`config.mk`:
```
export PLATFORM = sky130hd
export DESIGN_NAME = cttr_queue
export DESIGN_NICKNAME = d
export VERILOG_FILES = /design/src/cttr_pkg.sv /design/src/cttr_queue.sv
export SDC_FILE = /design/constraint.sdc
export NUM_CORES = 1
export LEC_CHECK = 0
export BUFFER_PORTS_ARGS = -buffer_cell sky130_fd_sc_hd__buf_2
export CAP_MARGIN = 25
export CORE_UTILIZATION = 50
export DETAILED_ROUTE_END_ITERATION = 16
export GPL_TIMING_DRIVEN = 0
export PLACE_DENSITY = 0.74
export REMOVE_ABC_BUFFERS = 1
export SYNTH_ARGS = -nofsm -noshare
export SYNTH_HDL_FRONTEND = slang
export SYNTH_SLANG_ARGS = --single-unit
```
`constraint.sdc`:
```
create_clock -name clk -period 13.4 [get_ports clk]
set_input_delay 4.02 -clock clk [delete_from_list [all_inputs] [get_ports clk]]
set_output_delay 4.02 -clock clk [all_outputs]
set_load 0.005 [all_outputs]
```
`src/cttr_pkg.sv`:
```
`timescale 1ns / 1ps
// ----------------------------------------------------------------------------
// cttr_pkg
// Shared types, codes and defaults for the contactless tag target responder.
// ----------------------------------------------------------------------------
package cttr_pkg;

  localparam int BLOCK_COUNT_DEF  = 131;
  localparam int SYSTEM_BLOCK_DEF = 128;
  localparam int UID_BLOCK_DEF    = 129;

  localparam int QUEUE_DEPTH = 2;
  localparam int QPTR_W      = $clog2(QUEUE_DEPTH);
  localparam int QCNT_W      = $clog2(QUEUE_DEPTH + 1);

  localparam logic [7:0] CHIP_ID_RESET = 8'h42;

  localparam logic [1:0] CMD_FRAME = 2'd0;
  localparam logic [1:0] CMD_LOAD  = 2'd1;
  localparam logic [1:0] CMD_RESET = 2'd2;

  localparam logic [7:0] OP_INITIATE   = 8'h06;
  localparam logic [7:0] OP_SELECT     = 8'h0e;
  localparam logic [7:0] OP_SLOT_MASK  = 8'h0f;
  localparam logic [7:0] OP_SLOT_CODE  = 8'h06;
  localparam logic [7:0] OP_READ       = 8'h08;
  localparam logic [7:0] OP_WRITE      = 8'h09;
  localparam logic [7:0] OP_GET_UID    = 8'h0b;
  localparam logic [7:0] OP_RESET_INV  = 8'h0c;
  localparam logic [7:0] OP_COMPLETION = 8'h0f;

  localparam logic [7:0]  SAVE_ADDR  = 8'hfe;
  localparam logic [7:0]  ALIAS_ADDR = 8'hff;
  localparam logic [63:0] OK_CODE    = 64'h0000_0000_bebafeca;

  localparam logic [1:0] DLY_NONE   = 2'd0;
  localparam logic [1:0] DLY_GLOBAL = 2'd1;
  localparam logic [1:0] DLY_SMALL  = 2'd2;
  localparam logic [1:0] DLY_MEDIUM = 2'd3;

  localparam logic [3:0] LEN_NONE  = 4'd0;
  localparam logic [3:0] LEN_CHIP  = 4'd1;
  localparam logic [3:0] LEN_BLOCK = 4'd4;
  localparam logic [3:0] LEN_UID   = 4'd8;

  typedef enum logic [2:0] {
    ST_POWEROFF    = 3'd0,
    ST_READY       = 3'd1,
    ST_INVENTORY   = 3'd2,
    ST_SELECTED    = 3'd3,
    ST_DESELECTED  = 3'd4,
    ST_DEACTIVATED = 3'd5,
    ST_INVALID     = 3'd6
  } proto_state_t;

  typedef enum logic [1:0] {
    KIND_PLAIN = 2'd0,
    KIND_WRITE = 2'd1,
    KIND_READ  = 2'd2,
    KIND_UID   = 2'd3
  } op_kind_t;

  typedef enum logic [1:0] {
    BK_IDLE   = 2'd0,
    BK_READ   = 2'd1,
    BK_UID_LO = 2'd2,
    BK_UID_HI = 2'd3
  } back_state_t;

  typedef struct packed {
    proto_state_t new_state;
    logic [3:0]   rlen;
    logic [63:0]  rdata;
    logic [1:0]   dly;
    logic         save;
    logic         rearm;
  } result_t;

  typedef struct packed {
    op_kind_t    kind;
    result_t     res;
    logic [7:0]  addr;
    logic [31:0] wdata;
  } entry_t;

endpackage

```
`src/cttr_queue.sv`:
```
`timescale 1ns / 1ps
// ----------------------------------------------------------------------------
// cttr_queue
// Short first-in first-out queue of classified operations.
// ----------------------------------------------------------------------------
module cttr_queue (
  input  logic             clk,
  input  logic             rst_n,
  input  logic             push,
  input  cttr_pkg::entry_t push_entry,
  output logic             full,
  input  logic             pop,
  output logic             head_valid,
  output cttr_pkg::entry_t head_entry
);

  cttr_pkg::entry_t slot_r [cttr_pkg::QUEUE_DEPTH];
  logic [cttr_pkg::QPTR_W-1:0] wr_ptr_r, wr_ptr_nxt, rd_ptr_r, rd_ptr_nxt;
  logic [cttr_pkg::QCNT_W-1:0] count_r, count_nxt;

  localparam logic [cttr_pkg::QCNT_W-1:0] DEPTH_L = cttr_pkg::QCNT_W'(cttr_pkg::QUEUE_DEPTH);

  assign full       = (count_r == DEPTH_L);
  assign head_valid = (count_r != '0);
  assign head_entry = slot_r[rd_ptr_r];

  always_comb begin
    wr_ptr_nxt = push ? wr_ptr_r + 1'b1 : wr_ptr_r;
    rd_ptr_nxt = pop  ? rd_ptr_r + 1'b1 : rd_ptr_r;
    count_nxt  = count_r;
    if (push && !pop) count_nxt = count_r + 1'b1;
    else if (!push && pop) count_nxt = count_r - 1'b1;
  end

  always_ff @(posedge clk) begin
    if (push) slot_r[wr_ptr_r] <= push_entry;
  end

  always_ff @(posedge clk) begin
    if (!rst_n) begin
      wr_ptr_r <= '0;
      rd_ptr_r <= '0;
      count_r  <= '0;
    end else begin
      wr_ptr_r <= wr_ptr_nxt;
      rd_ptr_r <= rd_ptr_nxt;
      count_r  <= count_nxt;
    end
  end

endmodule

```
==> run_results.csv <==
group,metric,value,unit
run_status,status,"finished, final reports clean",
finish,drive_gt1_share,60.57,%
placement,dp.cells,843,
floorplanning,io-pin-count,240,
synthesis,synth.avg_cell_area,22.73,sq um
floorplanning,die_area,18080,sq um
finish,area.growth.synth_to_final,27.04,%
pwr,peakVddDrop,0.1214,mV
cts,holdBufCountCts,0,
cts,cts_resized,0,
finish,nets,766,
pwr,total_power,1721,uW
worst_hold_path,min_from,"count_r[1]",
setup_path,r2r-end,"slot_r[1][80]",
route,wl,15460,microns
setup_path,path_cells,"buf_16 > mux2_2 > buf_2",
setup_path,r2r_slack,11.54,ns
floorplanning,rows,48,
grt,grt.total_usage,16.63,%
timing,finalSetupViolCount,0,
floorplanning,die_x,134.5,microns
setup_path,arrival,2.35,ns
finish,antenna_cells,0,
grt,antenna_found_initial,1,
timing,drv_slew,0,
cts,cts_max_level,1,
cts,clock-sinks,239,
synthesis,synth-edff-count,234,
timing,max_freq,0.1570,GHz
synthesis,netlist_area,8773,sq um
cts,clock_latency,0.50,ns
route,viasPerCell,4.972,
floorplanning,start_util,50.90,%
synthesis,postSynthCellCount,386,
finish,multi_input_area,1556,sq um
synthesis,synth_area_leaders,"edfxtp_1, mux2_2, mux2_4, dfxtp_1, buf_6",
placement,dp_slack,7.519,ns
synthesis,synth_area_leader_cell,"edfxtp_1",
timing,hold_violations,0,
cts,cts_tree,"done",
setup_path,path_class,"reg2out",
synthesis,synth_top_area_share,80.09,%
timing,finalSetupTns,0,ns
floorplanning,die_h,134.5,microns
grt,grt_pass1_wl,23390,microns
synthesis,yosys_warnings,0,
route,drt_iter0_markers,203,
setup_path,worstRegToRegCells,2,
setup_path,startpoint_type,"flip-flop",
synthesis,ys.flop_type,"edfxtp_1",
cts,cts_buffers,24,
setup_path,r2r_start,"wr_ptr_r",
finish,instances_no_fill,887,
grt,grt_pass1_vias,4660,
timing,holdWs,0.5238,ns
synthesis,synth_seq_cells,239,
grt,gr-total-overflow,0,
synthesis,synth_common_cells,"edfxtp_1, mux2_2, mux2_4, buf_2",
synthesis,yosysMostFrequentCell,"edfxtp_1",
synthesis,synthArstFlopShare,0,%
worst_hold_path,whs_path_depth,2,
cts,clkTransAtPathRegs,0.06,ns
placement,gp_congestion,0.7032,
route,wl_per_cell,17.43,microns
worst_hold_path,hold_end,"count_r[1]",
pwr,power.leakage,0.004269,uW
cts,cts_setup_buffers,0,
worst_hold_path,hold_path_class,"reg2reg",
route,ant_nets,0,
finish,seq_area,7131,sq um
timing,finalCritPeriodShare,47.52,%
route,wl_met1,5930,microns
floorplanning,core_area,17240,sq um
timing,slew_headroom,44.72,%
timing,skew,0.005039,ns
setup_path,slowest_stage,"dfxtp_4",
timing,min_period,6.368,ns
setup_path,worst_setup_path_end_kind,"output pin",
pwr,powerDensity,154.4,nW/um^2
placement,port_buffers,239,
setup_path,worstPathMaxFanout,62,
timing,rsz0062_at_grt,"no",
route,dr.pass1.iters,4,
synthesis,ys_seq_area_share,81.23,%
route,wl_met3,1419,microns
finish,nFillCells,1192,
timing,tightest_slew,0.8292,ns
grt,grt_max_degree,63,
cts,cts-root-buf,"clkbuf_16",
timing,layout_setup_ws,7.032,ns
synthesis,yosysUniqueCellTypes,18,
route,vias,4410,
setup_path,cp_data_required_time,9.38,ns
route,wl_met2,7851,microns
flow_run,maxCapViolCount,0,
placement,hpwl,10210,microns
route,route.detailed.drc,0,
route,routed.top_layer,"met5",
cts,clock_path_buffers,3,
setup_path,cpPeakStageDelay,0.90,ns
==> report_power, final <==
part           internal (uW)  leakage, uW  switching, uW
Combinational           87.4      0.00162           66.9
Clock                    428     0.000406            258
Sequential               864      0.00224           16.2
Total                   1380      0.00427            341
==> worst max-delay path by stage <==
| stage | to | depth (start not counted) | from | slack (ns) |
|---|---|---|---|---|
| floorplan | slot_r[0][0] | 1 | push | 3.66 |
| detailed placement | head_entry[33] | 3 | flip-flop | 7.52 |
| CTS | head_entry[28] | 3 | flip-flop | 6.97 |
| global route | head_entry[28] | 3 | flip-flop | 6.89 |
| global placement | slot_r[0][4] | 2 | push | 0.95 |
| finish | head_entry[28] | 3 | flip-flop | 7.03 |
==> area by class of cell <==
class | count | area share (%)
sequential | 239 | 63.98
multi-input combinational | 133 | 13.96
timing repair buffer | 245 | 12.08
clock buffer | 33 | 6.062
tap | 225 | 2.526
clock inverter | 11 | 1.358
inverter | 1 | 0.03368
==> registers in the layout (all words and copies together), names as in the netlist, named ones only <==
name / count
slot_r: 234
rd_ptr_r: 1
count_r: 2
wr_ptr_r: 1
==> per-layer routing <==
| metal | track usage (%) | vias to the layer above |
|---|---|---|
| met2 | 28.79 | 168 |
| met3 | 6.044 | 27 |
| li1 | - | 2055 |
| met1 | 19.49 | 2158 |
| met4 | 4.806 | 2 |
| met5 | 0 | - |
==> layout by cell type (no fill, tap or decap), drive strengths merged <==
| master | instances |
|---|---|
| xnor2 | 1 |
| buf | 245 |
| and2 | 4 |
| xor2 | 2 |
| dfxtp | 5 |
| inv | 1 |
| o21a | 1 |
| mux2 | 117 |
| bufinv | 4 |
| o21ai | 1 |
| or3 | 1 |
| clkinv | 7 |
| edfxtp | 234 |
| ha | 1 |
| clkbuf | 33 |
| and2b | 1 |
| a21boi | 1 |
| or2 | 1 |
| nor2b | 2 |
==> cell families after synthesis <==
group                    Yosys count  share of synthesized area [%]
flip-flops                       239                          81.23
multiplexers                     117                          16.30
buffers and inverters             14                          1.141
AND/OR/NAND/NOR                    9                         0.6561
AO/OA/AOI/OAI                      3                         0.2282
XOR/XNOR                           3                         0.2995
adder cells (fa/ha/maj)            1                         0.1426
==> per-stage QoR <==
step           util, %  instance area (sq um)
3_5_place_dp     59.87                  10320
5_1_grt          64.66                  11150
2_1_floorplan        -                   8677
4_1_cts          64.66                  11150
6_report         64.66                  11150
3_3_place_gp     58.91                  10150
==> worst max-delay path, delay by kind of cell (launching register included) <==
family	cells	cell delay, ns
buf+inv	2	0.52
flops	1	0.90
mux	1	0.38
No activity file was read; power rests on OpenSTA's default activity.
