--- src/cttr_pkg.sv ---
`timescale 1ns / 1ps
// ----------------------------------------------------------------------------
// cttr_pkg
// Shared types, codes and defaults for the contactless tag target responder.
// ----------------------------------------------------------------------------
package cttr_pkg;

  localparam int BLOCK_COUNT_DEF  = 131;
  localparam int SYSTEM_BLOCK_DEF = 128;
  localparam int UID_BLOCK_DEF    = 129;

  localparam int QUEUE_DEPTH = 2;
  localparam int QPTR_W      = $clog2(QUEUE_DEPTH);
  localparam int QCNT_W      = $clog2(QUEUE_DEPTH + 1);

  localparam logic [7:0] CHIP_ID_RESET = 8'h42;

  localparam logic [1:0] CMD_FRAME = 2'd0;
  localparam logic [1:0] CMD_LOAD  = 2'd1;
  localparam logic [1:0] CMD_RESET = 2'd2;

  localparam logic [7:0] OP_INITIATE   = 8'h06;
  localparam logic [7:0] OP_SELECT     = 8'h0e;
  localparam logic [7:0] OP_SLOT_MASK  = 8'h0f;
  localparam logic [7:0] OP_SLOT_CODE  = 8'h06;
  localparam logic [7:0] OP_READ       = 8'h08;
  localparam logic [7:0] OP_WRITE      = 8'h09;
  localparam logic [7:0] OP_GET_UID    = 8'h0b;
  localparam logic [7:0] OP_RESET_INV  = 8'h0c;
  localparam logic [7:0] OP_COMPLETION = 8'h0f;

  localparam logic [7:0]  SAVE_ADDR  = 8'hfe;
  localparam logic [7:0]  ALIAS_ADDR = 8'hff;
  localparam logic [63:0] OK_CODE    = 64'h0000_0000_bebafeca;

  localparam logic [1:0] DLY_NONE   = 2'd0;
  localparam logic [1:0] DLY_GLOBAL = 2'd1;
  localparam logic [1:0] DLY_SMALL  = 2'd2;
  localparam logic [1:0] DLY_MEDIUM = 2'd3;

  localparam logic [3:0] LEN_NONE  = 4'd0;
  localparam logic [3:0] LEN_CHIP  = 4'd1;
  localparam logic [3:0] LEN_BLOCK = 4'd4;
  localparam logic [3:0] LEN_UID   = 4'd8;

  typedef enum logic [2:0] {
    ST_POWEROFF    = 3'd0,
    ST_READY       = 3'd1,
    ST_INVENTORY   = 3'd2,
    ST_SELECTED    = 3'd3,
    ST_DESELECTED  = 3'd4,
    ST_DEACTIVATED = 3'd5,
    ST_INVALID     = 3'd6
  } proto_state_t;

  typedef enum logic [1:0] {
    KIND_PLAIN = 2'd0,
    KIND_WRITE = 2'd1,
    KIND_READ  = 2'd2,
    KIND_UID   = 2'd3
  } op_kind_t;

  typedef enum logic [1:0] {
    BK_IDLE   = 2'd0,
    BK_READ   = 2'd1,
    BK_UID_LO = 2'd2,
    BK_UID_HI = 2'd3
  } back_state_t;

  typedef struct packed {
    proto_state_t new_state;
    logic [3:0]   rlen;
    logic [63:0]  rdata;
    logic [1:0]   dly;
    logic         save;
    logic         rearm;
  } result_t;

  typedef struct packed {
    op_kind_t    kind;
    result_t     res;
    logic [7:0]  addr;
    logic [31:0] wdata;
  } entry_t;

endpackage

--- src/cttr_front.sv ---
`timescale 1ns / 1ps
// ----------------------------------------------------------------------------
// cttr_front
// Accepts requests, runs the protocol state machine and classifies each
// request into a store operation with its preformed result.
// ----------------------------------------------------------------------------
module cttr_front #(
  parameter int BLOCK_COUNT  = cttr_pkg::BLOCK_COUNT_DEF,
  parameter int SYSTEM_BLOCK = cttr_pkg::SYSTEM_BLOCK_DEF
) (
  input  logic             clk,
  input  logic             rst_n,
  input  logic             cfg_we,
  input  logic [7:0]       cfg_wdata,
  input  logic             in_valid,
  output logic             in_ready,
  input  logic [1:0]       in_command,
  input  logic [7:0]       in_frame_length,
  input  logic [7:0]       in_first_byte,
  input  logic [7:0]       in_second_byte,
  input  logic [31:0]      in_data_word,
  input  logic [7:0]       in_load_index,
  input  logic             q_full,
  output logic             q_push,
  output cttr_pkg::entry_t q_entry
);

  localparam logic [8:0] BC_L  = 9'(BLOCK_COUNT);
  localparam logic [7:0] SYS_L = 8'(SYSTEM_BLOCK);

  cttr_pkg::proto_state_t state_r, state_nxt, state_dec;
  logic [7:0] chip_id_r, chip_id_nxt;
  logic [7:0] idx;
  logic       idx_ok, lidx_ok;

  assign in_ready = !q_full;
  assign q_push   = in_valid && in_ready;

  assign idx     = (in_second_byte == cttr_pkg::ALIAS_ADDR) ? SYS_L : in_second_byte;
  assign idx_ok  = ({1'b0, idx} < BC_L);
  assign lidx_ok = ({1'b0, in_load_index} < BC_L);

  always_comb begin
    state_dec = state_r;
    case (in_command)
      cttr_pkg::CMD_FRAME: begin
        case (state_r)
          cttr_pkg::ST_POWEROFF, cttr_pkg::ST_READY: begin
            if (in_frame_length == 8'd2 && in_first_byte == cttr_pkg::OP_INITIATE) begin
              state_dec = cttr_pkg::ST_INVENTORY;
            end else begin
              state_dec = cttr_pkg::ST_INVALID;
            end
          end
          cttr_pkg::ST_INVENTORY, cttr_pkg::ST_DESELECTED: begin
            if (in_frame_length == 8'd2 && in_first_byte == cttr_pkg::OP_SELECT) begin
              if (in_second_byte == chip_id_r) state_dec = cttr_pkg::ST_SELECTED;
            end else if (in_frame_length != 8'd0 &&
                         (in_first_byte & cttr_pkg::OP_SLOT_MASK) == cttr_pkg::OP_SLOT_CODE) begin
              state_dec = state_r;
            end else begin
              state_dec = cttr_pkg::ST_POWEROFF;
            end
          end
          cttr_pkg::ST_SELECTED: begin
            if (in_frame_length == 8'd1) begin
              if (in_first_byte == cttr_pkg::OP_RESET_INV) begin
                state_dec = cttr_pkg::ST_INVENTORY;
              end else if (in_first_byte == cttr_pkg::OP_COMPLETION) begin
                state_dec = cttr_pkg::ST_DEACTIVATED;
              end
            end
          end
          default: state_dec = cttr_pkg::ST_POWEROFF;
        endcase
      end
      cttr_pkg::CMD_RESET: state_dec = cttr_pkg::ST_POWEROFF;
      default:             state_dec = state_r;
    endcase
    state_nxt = q_push ? state_dec : state_r;
  end

  always_comb begin
    q_entry           = '0;
    q_entry.kind      = cttr_pkg::KIND_PLAIN;
    q_entry.addr      = idx;
    q_entry.wdata     = in_data_word;
    q_entry.res.new_state = state_dec;
    case (in_command)
      cttr_pkg::CMD_FRAME: begin
        case (state_r)
          cttr_pkg::ST_POWEROFF, cttr_pkg::ST_READY: begin
            if (in_frame_length == 8'd2 && in_first_byte == cttr_pkg::OP_INITIATE) begin
              q_entry.res.rlen  = cttr_pkg::LEN_CHIP;
              q_entry.res.rdata = {56'd0, chip_id_r};
              q_entry.res.dly   = cttr_pkg::DLY_MEDIUM;
            end
          end
          cttr_pkg::ST_INVENTORY, cttr_pkg::ST_DESELECTED: begin
            if ((in_frame_length == 8'd2 && in_first_byte == cttr_pkg::OP_SELECT) ||
                (in_frame_length != 8'd0 &&
                 (in_first_byte & cttr_pkg::OP_SLOT_MASK) == cttr_pkg::OP_SLOT_CODE)) begin
              q_entry.res.rlen  = cttr_pkg::LEN_CHIP;
              q_entry.res.rdata = {56'd0, chip_id_r};
              q_entry.res.dly   = cttr_pkg::DLY_MEDIUM;
            end
          end
          cttr_pkg::ST_SELECTED: begin
            if (in_frame_length == 8'd1 && in_first_byte == cttr_pkg::OP_GET_UID) begin
              q_entry.kind     = cttr_pkg::KIND_UID;
              q_entry.res.rlen = cttr_pkg::LEN_UID;
              q_entry.res.dly  = cttr_pkg::DLY_GLOBAL;
            end else if (in_frame_length == 8'd2 && in_first_byte == cttr_pkg::OP_READ &&
                         idx_ok) begin
              q_entry.kind     = cttr_pkg::KIND_READ;
              q_entry.res.rlen = cttr_pkg::LEN_BLOCK;
              q_entry.res.dly  = cttr_pkg::DLY_SMALL;
            end else if (in_frame_length == 8'd6 && in_first_byte == cttr_pkg::OP_WRITE) begin
              if (idx_ok) begin
                q_entry.kind = cttr_pkg::KIND_WRITE;
              end else if (idx == cttr_pkg::SAVE_ADDR) begin
                q_entry.res.save  = 1'b1;
                q_entry.res.rlen  = cttr_pkg::LEN_BLOCK;
                q_entry.res.rdata = cttr_pkg::OK_CODE;
                q_entry.res.dly   = cttr_pkg::DLY_GLOBAL;
              end
            end
          end
          default: q_entry.kind = cttr_pkg::KIND_PLAIN;
        endcase
        q_entry.res.rearm = (q_entry.res.rlen == cttr_pkg::LEN_NONE) &&
                            (state_dec != cttr_pkg::ST_INVALID);
      end
      cttr_pkg::CMD_LOAD: begin
        q_entry.addr = in_load_index;
        if (lidx_ok) q_entry.kind = cttr_pkg::KIND_WRITE;
      end
      default: q_entry.kind = cttr_pkg::KIND_PLAIN;
    endcase
  end

  assign chip_id_nxt = cfg_we ? cfg_wdata : chip_id_r;

  always_ff @(posedge clk) begin
    if (!rst_n) begin
      state_r   <= cttr_pkg::ST_POWEROFF;
      chip_id_r <= cttr_pkg::CHIP_ID_RESET;
    end else begin
      state_r   <= state_nxt;
      chip_id_r <= chip_id_nxt;
    end
  end

endmodule

--- config.mk ---
export PLATFORM = sky130hd
export DESIGN_NAME = cttr_front
export DESIGN_NICKNAME = d
export VERILOG_FILES = /design/src/cttr_pkg.sv /design/src/cttr_front.sv
export SDC_FILE = /design/constraint.sdc
export NUM_CORES = 1
export LEC_CHECK = 0
export ABC_AREA = 1
export BUFFER_PORTS_ARGS = -buffer_cell sky130_fd_sc_hd__buf_2
export CAP_MARGIN = 30
export CORE_AREA = 2 2 77 79
export CTS_BUF_LIST = sky130_fd_sc_hd__clkbuf_4 sky130_fd_sc_hd__clkbuf_8
export DETAILED_ROUTE_END_ITERATION = 12
export DIE_AREA = 0 0 79 81
export GPL_TIMING_DRIVEN = 0
export PLACE_DENSITY = 0.8
export SLEW_MARGIN = 30
export SYNTH_ARGS = -nofsm -noshare
export SYNTH_HDL_FRONTEND = slang
export SYNTH_SLANG_ARGS = --single-unit
--- constraint.sdc ---
create_clock -name clk -period 2.7 [get_ports clk]
set_input_delay 0.405 -clock clk [delete_from_list [all_inputs] [get_ports clk]]
set_output_delay 0.405 -clock clk [all_outputs]
set_load 0.1 [all_outputs]
==> flow_metrics.tcl <==
set metrics [dict create \
    status "finished, final reports clean" \
    yosysWarningCount 0 \
    required_ps 2300 \
    hold_path.startpoint "cfg_wdata[1]" \
    pwr-share-comb 0.708 \
    pwr_density_cell_mw_per_mm2 350 \
    drt_wl_total_mm 5.84 \
    ys_types 24 \
    synth_common_cells "88 x buf_4, 88 x nand2_1, 51 x inv_1, 43 x nor2_1, 21 x a21oi_1" \
    synth_xor_area_frac 0 \
    finalMaxSlewViolations 0 \
    cts.htree.levels 1 \
    wl_per_cell_microns 9.39 \
    dpl.cell_count 615 \
    cts.sinks 11 \
    synth.yosys.seq_area_share 0.106 \
    antenna_found_initial 0 \
    cp-end-kind "output pin" \
    dp_hpwl_mm 5.09 \
    avgSynthCellArea_sq_um 5.53 \
    final_cells 622 \
    gp_congestion 0.927 \
    muxShareOfSynthArea 0 \
    avgViaCountPerCell 4.24 \
    final_layout_size_suffix_gt1_frac 0.490 \
    skew_ps 0.389 \
    vias 2635 \
    fillers 543 \
    hold_buffers 0 \
    dpl_cell_area_sq_mm 0.00328 \
    worst_ep_arrival_time_ps 2150 \
    synth_area_sq_mm 0.00208 \
    clock_path_buffers 2 \
    antenna-diode-count 0 \
    io_pins 198 \
    synth_adder_area_share 0 \
    leakage_nw 2.02 \
    fp.dieH_microns 81 \
    crit_type "primary input to output pin" \
    setup_slack_ps 141 \
    start_util 0.366 \
    insertion_delay_ps 230 \
    ys_seq_elements 11 \
    drtIter0Drc 93 \
    drcViolationCount 0 \
    finalHoldViolations 0 \
    max_cap_violations 0 \
    grt_pass1_wl_mm 8.89 \
    r2r-start "state_r[2]$_SDFFE_PN0P_" \
    grt_max_degree 11 \
    synthCells 376 \
    dieArea_sq_mm 0.00640 \
    grt-ovfl-total 0 \
    yosys.area_share.simple 0.343 \
    place_ws_ps -497 \
    ant_nets 0 \
    clkTransAtPathRegs_ps 50 \
    setup_viol 0 \
    synth_flop_cell "dfxtp_1" \
    cts_root_buf "clkbuf_8" \
    power_mw 1.21 \
    fin_area_sq_mm 0.00345 \
    fin_crit_ps 2560 \
    synth_edf_count 0 \
    hold-worst-slack_ps 398 \
    utilization 0.607 \
    p_seq_frac 0.151 \
    rsz0062_at_grt "false" \
    r2r_setup_slack_ps 1140 \
    internal_power_uw 452 \
    fin_nets 627 \
    yosys-top-cells-area "buf_4 32%, nand2_1 16%, dfxtp_1 11%, inv_1 9.2%, nor2_1 7.8%" \
    async_flop_share 0 \
    power_frac_clock 0.141 \
    die_x_microns 79 \
    dr.pass1.iters 4 \
    worst-path-max-fanout 8 \
    worst_hold_path_type "primary input to register" \
    fin_tns_setup_ps 0 \
    crit_path_start "in_second_byte[3]" \
    period_share 0.948 \
    synthToLayoutAreaGrowth_pct 65.9 \
    vdd_drop_max_uv 330 \
    fmax_mhz 391 \
    startpoint_type "primary input" \
    numCtsBuffers 3 \
    synth_compound_area_frac 0.125 \
    synth.largest_area_cell "buf_4" \
    cts_tree "built" \
    synth_top_area_share 0.318 \
    portBuffers 126 \
    grtUsageTotal 0.169 \
    synth_top_family_by_area "buffers and inverters" \
    grt_pass1_vias 2114 \
    rows 28 \
    core_area_sq_mm 0.00568 \
    swShare 0.625 \
    p_sw_uw 754 \
]
-- power groups by stage --
| stage | clock, mW | sequential [mW] | combinational (mW) |
|---|---|---|---|
| detailed placement | 0 | 0.185 | 0.850 |
| CTS | 0.172 | 0.182 | 0.851 |
| global placement | 0 | 0.184 | 0.844 |
| global route | 0.180 | 0.184 | 0.893 |
| floorplan | 0 | 0.183 | 0.744 |
| finish | 0.170 | 0.182 | 0.854 |
-- kinds of logic after synthesis --
group,Yosys count
flops,11
compound gates,48
other cells,1
buf+inv,147
simple gates,169
-- registers in the layout, summed over array words and instances (netlist names) --
register and flops:
chip_id_r 8, state_r 3
-- path summary, 6_finish.rpt --
check	endpoint	cells past startpoint
hold reg to reg	chip_id_r[4]$_SDFFE_PN0P_	2
hold / removal	chip_id_r[1]$_SDFFE_PN1P_	3
setup / recovery	q_entry[56]	13
setup reg to reg	state_r[2]$_SDFFE_PN0P_	10
-- critical path: stages --
cell     delay, ps
buf_2          130
nand2_1         90
inv_1           40
nand3_1        200
nand2_1        120
nor3_1         150
nand2_1         80
inv_2           90
nand2_4         80
nor2_4         140
buf_4          220
buf_6          110
buf_4          270
-- layer usage --
layer	vias to the layer above	track usage	wire, microns	share of wire
met1	1128	0.201	2300	0.39
li1	1382	-	-	-
met4	0	0.0569	116	0.020
met2	115	0.317	2950	0.50
met5	-	0	0	0
met3	10	0.0156	480	0.082
-- cell type report --
class | instances | area (sq um) | share of cell area
well taps | 75 | 93.8 | 0.0272
plain buffers | 90 | 837 | 0.243
flip-flops and latches | 11 | 220 | 0.0639
inverters | 57 | 221 | 0.0642
repair buffers | 129 | 723 | 0.210
multi-input cells | 256 | 1300 | 0.378
clock buffers | 4 | 48.8 | 0.0142
-- what timing repair did --
item | in CTS | in global routing
resized for setup | 20 | 7
setup endpoints to repair | 24 | 25
buffers inserted | 3 | 0
pin swaps | 1 | 0
-- cells in the final DEF, fill, tap and decap left out, types with 2 or more instances in the layout --
cell	netlist	final
nor2_1	43	32
buf_12	0	13
nor2_4	1	11
conb_1	1	39
o21ai_4	0	4
clkbuf_1	2	2
inv_2	6	6
nand2_1	88	84
nor2_2	5	6
o21ai_0	15	12
o21ai_1	5	4
nor4_1	2	2
nor3_1	4	3
inv_1	51	49
a21oi_2	2	5
a21oi_1	21	17
nand3_2	0	2
dfxtp_1	11	11
nand3_1	16	14
nand4_1	5	5
buf_6	0	3
buf_4	88	92
clkbuf_8	0	3
o31ai_1	3	3
buf_2	0	103
nand2_2	3	6
clkbuf_4	0	6
Note: power is estimated with default switching activity, not from simulation.
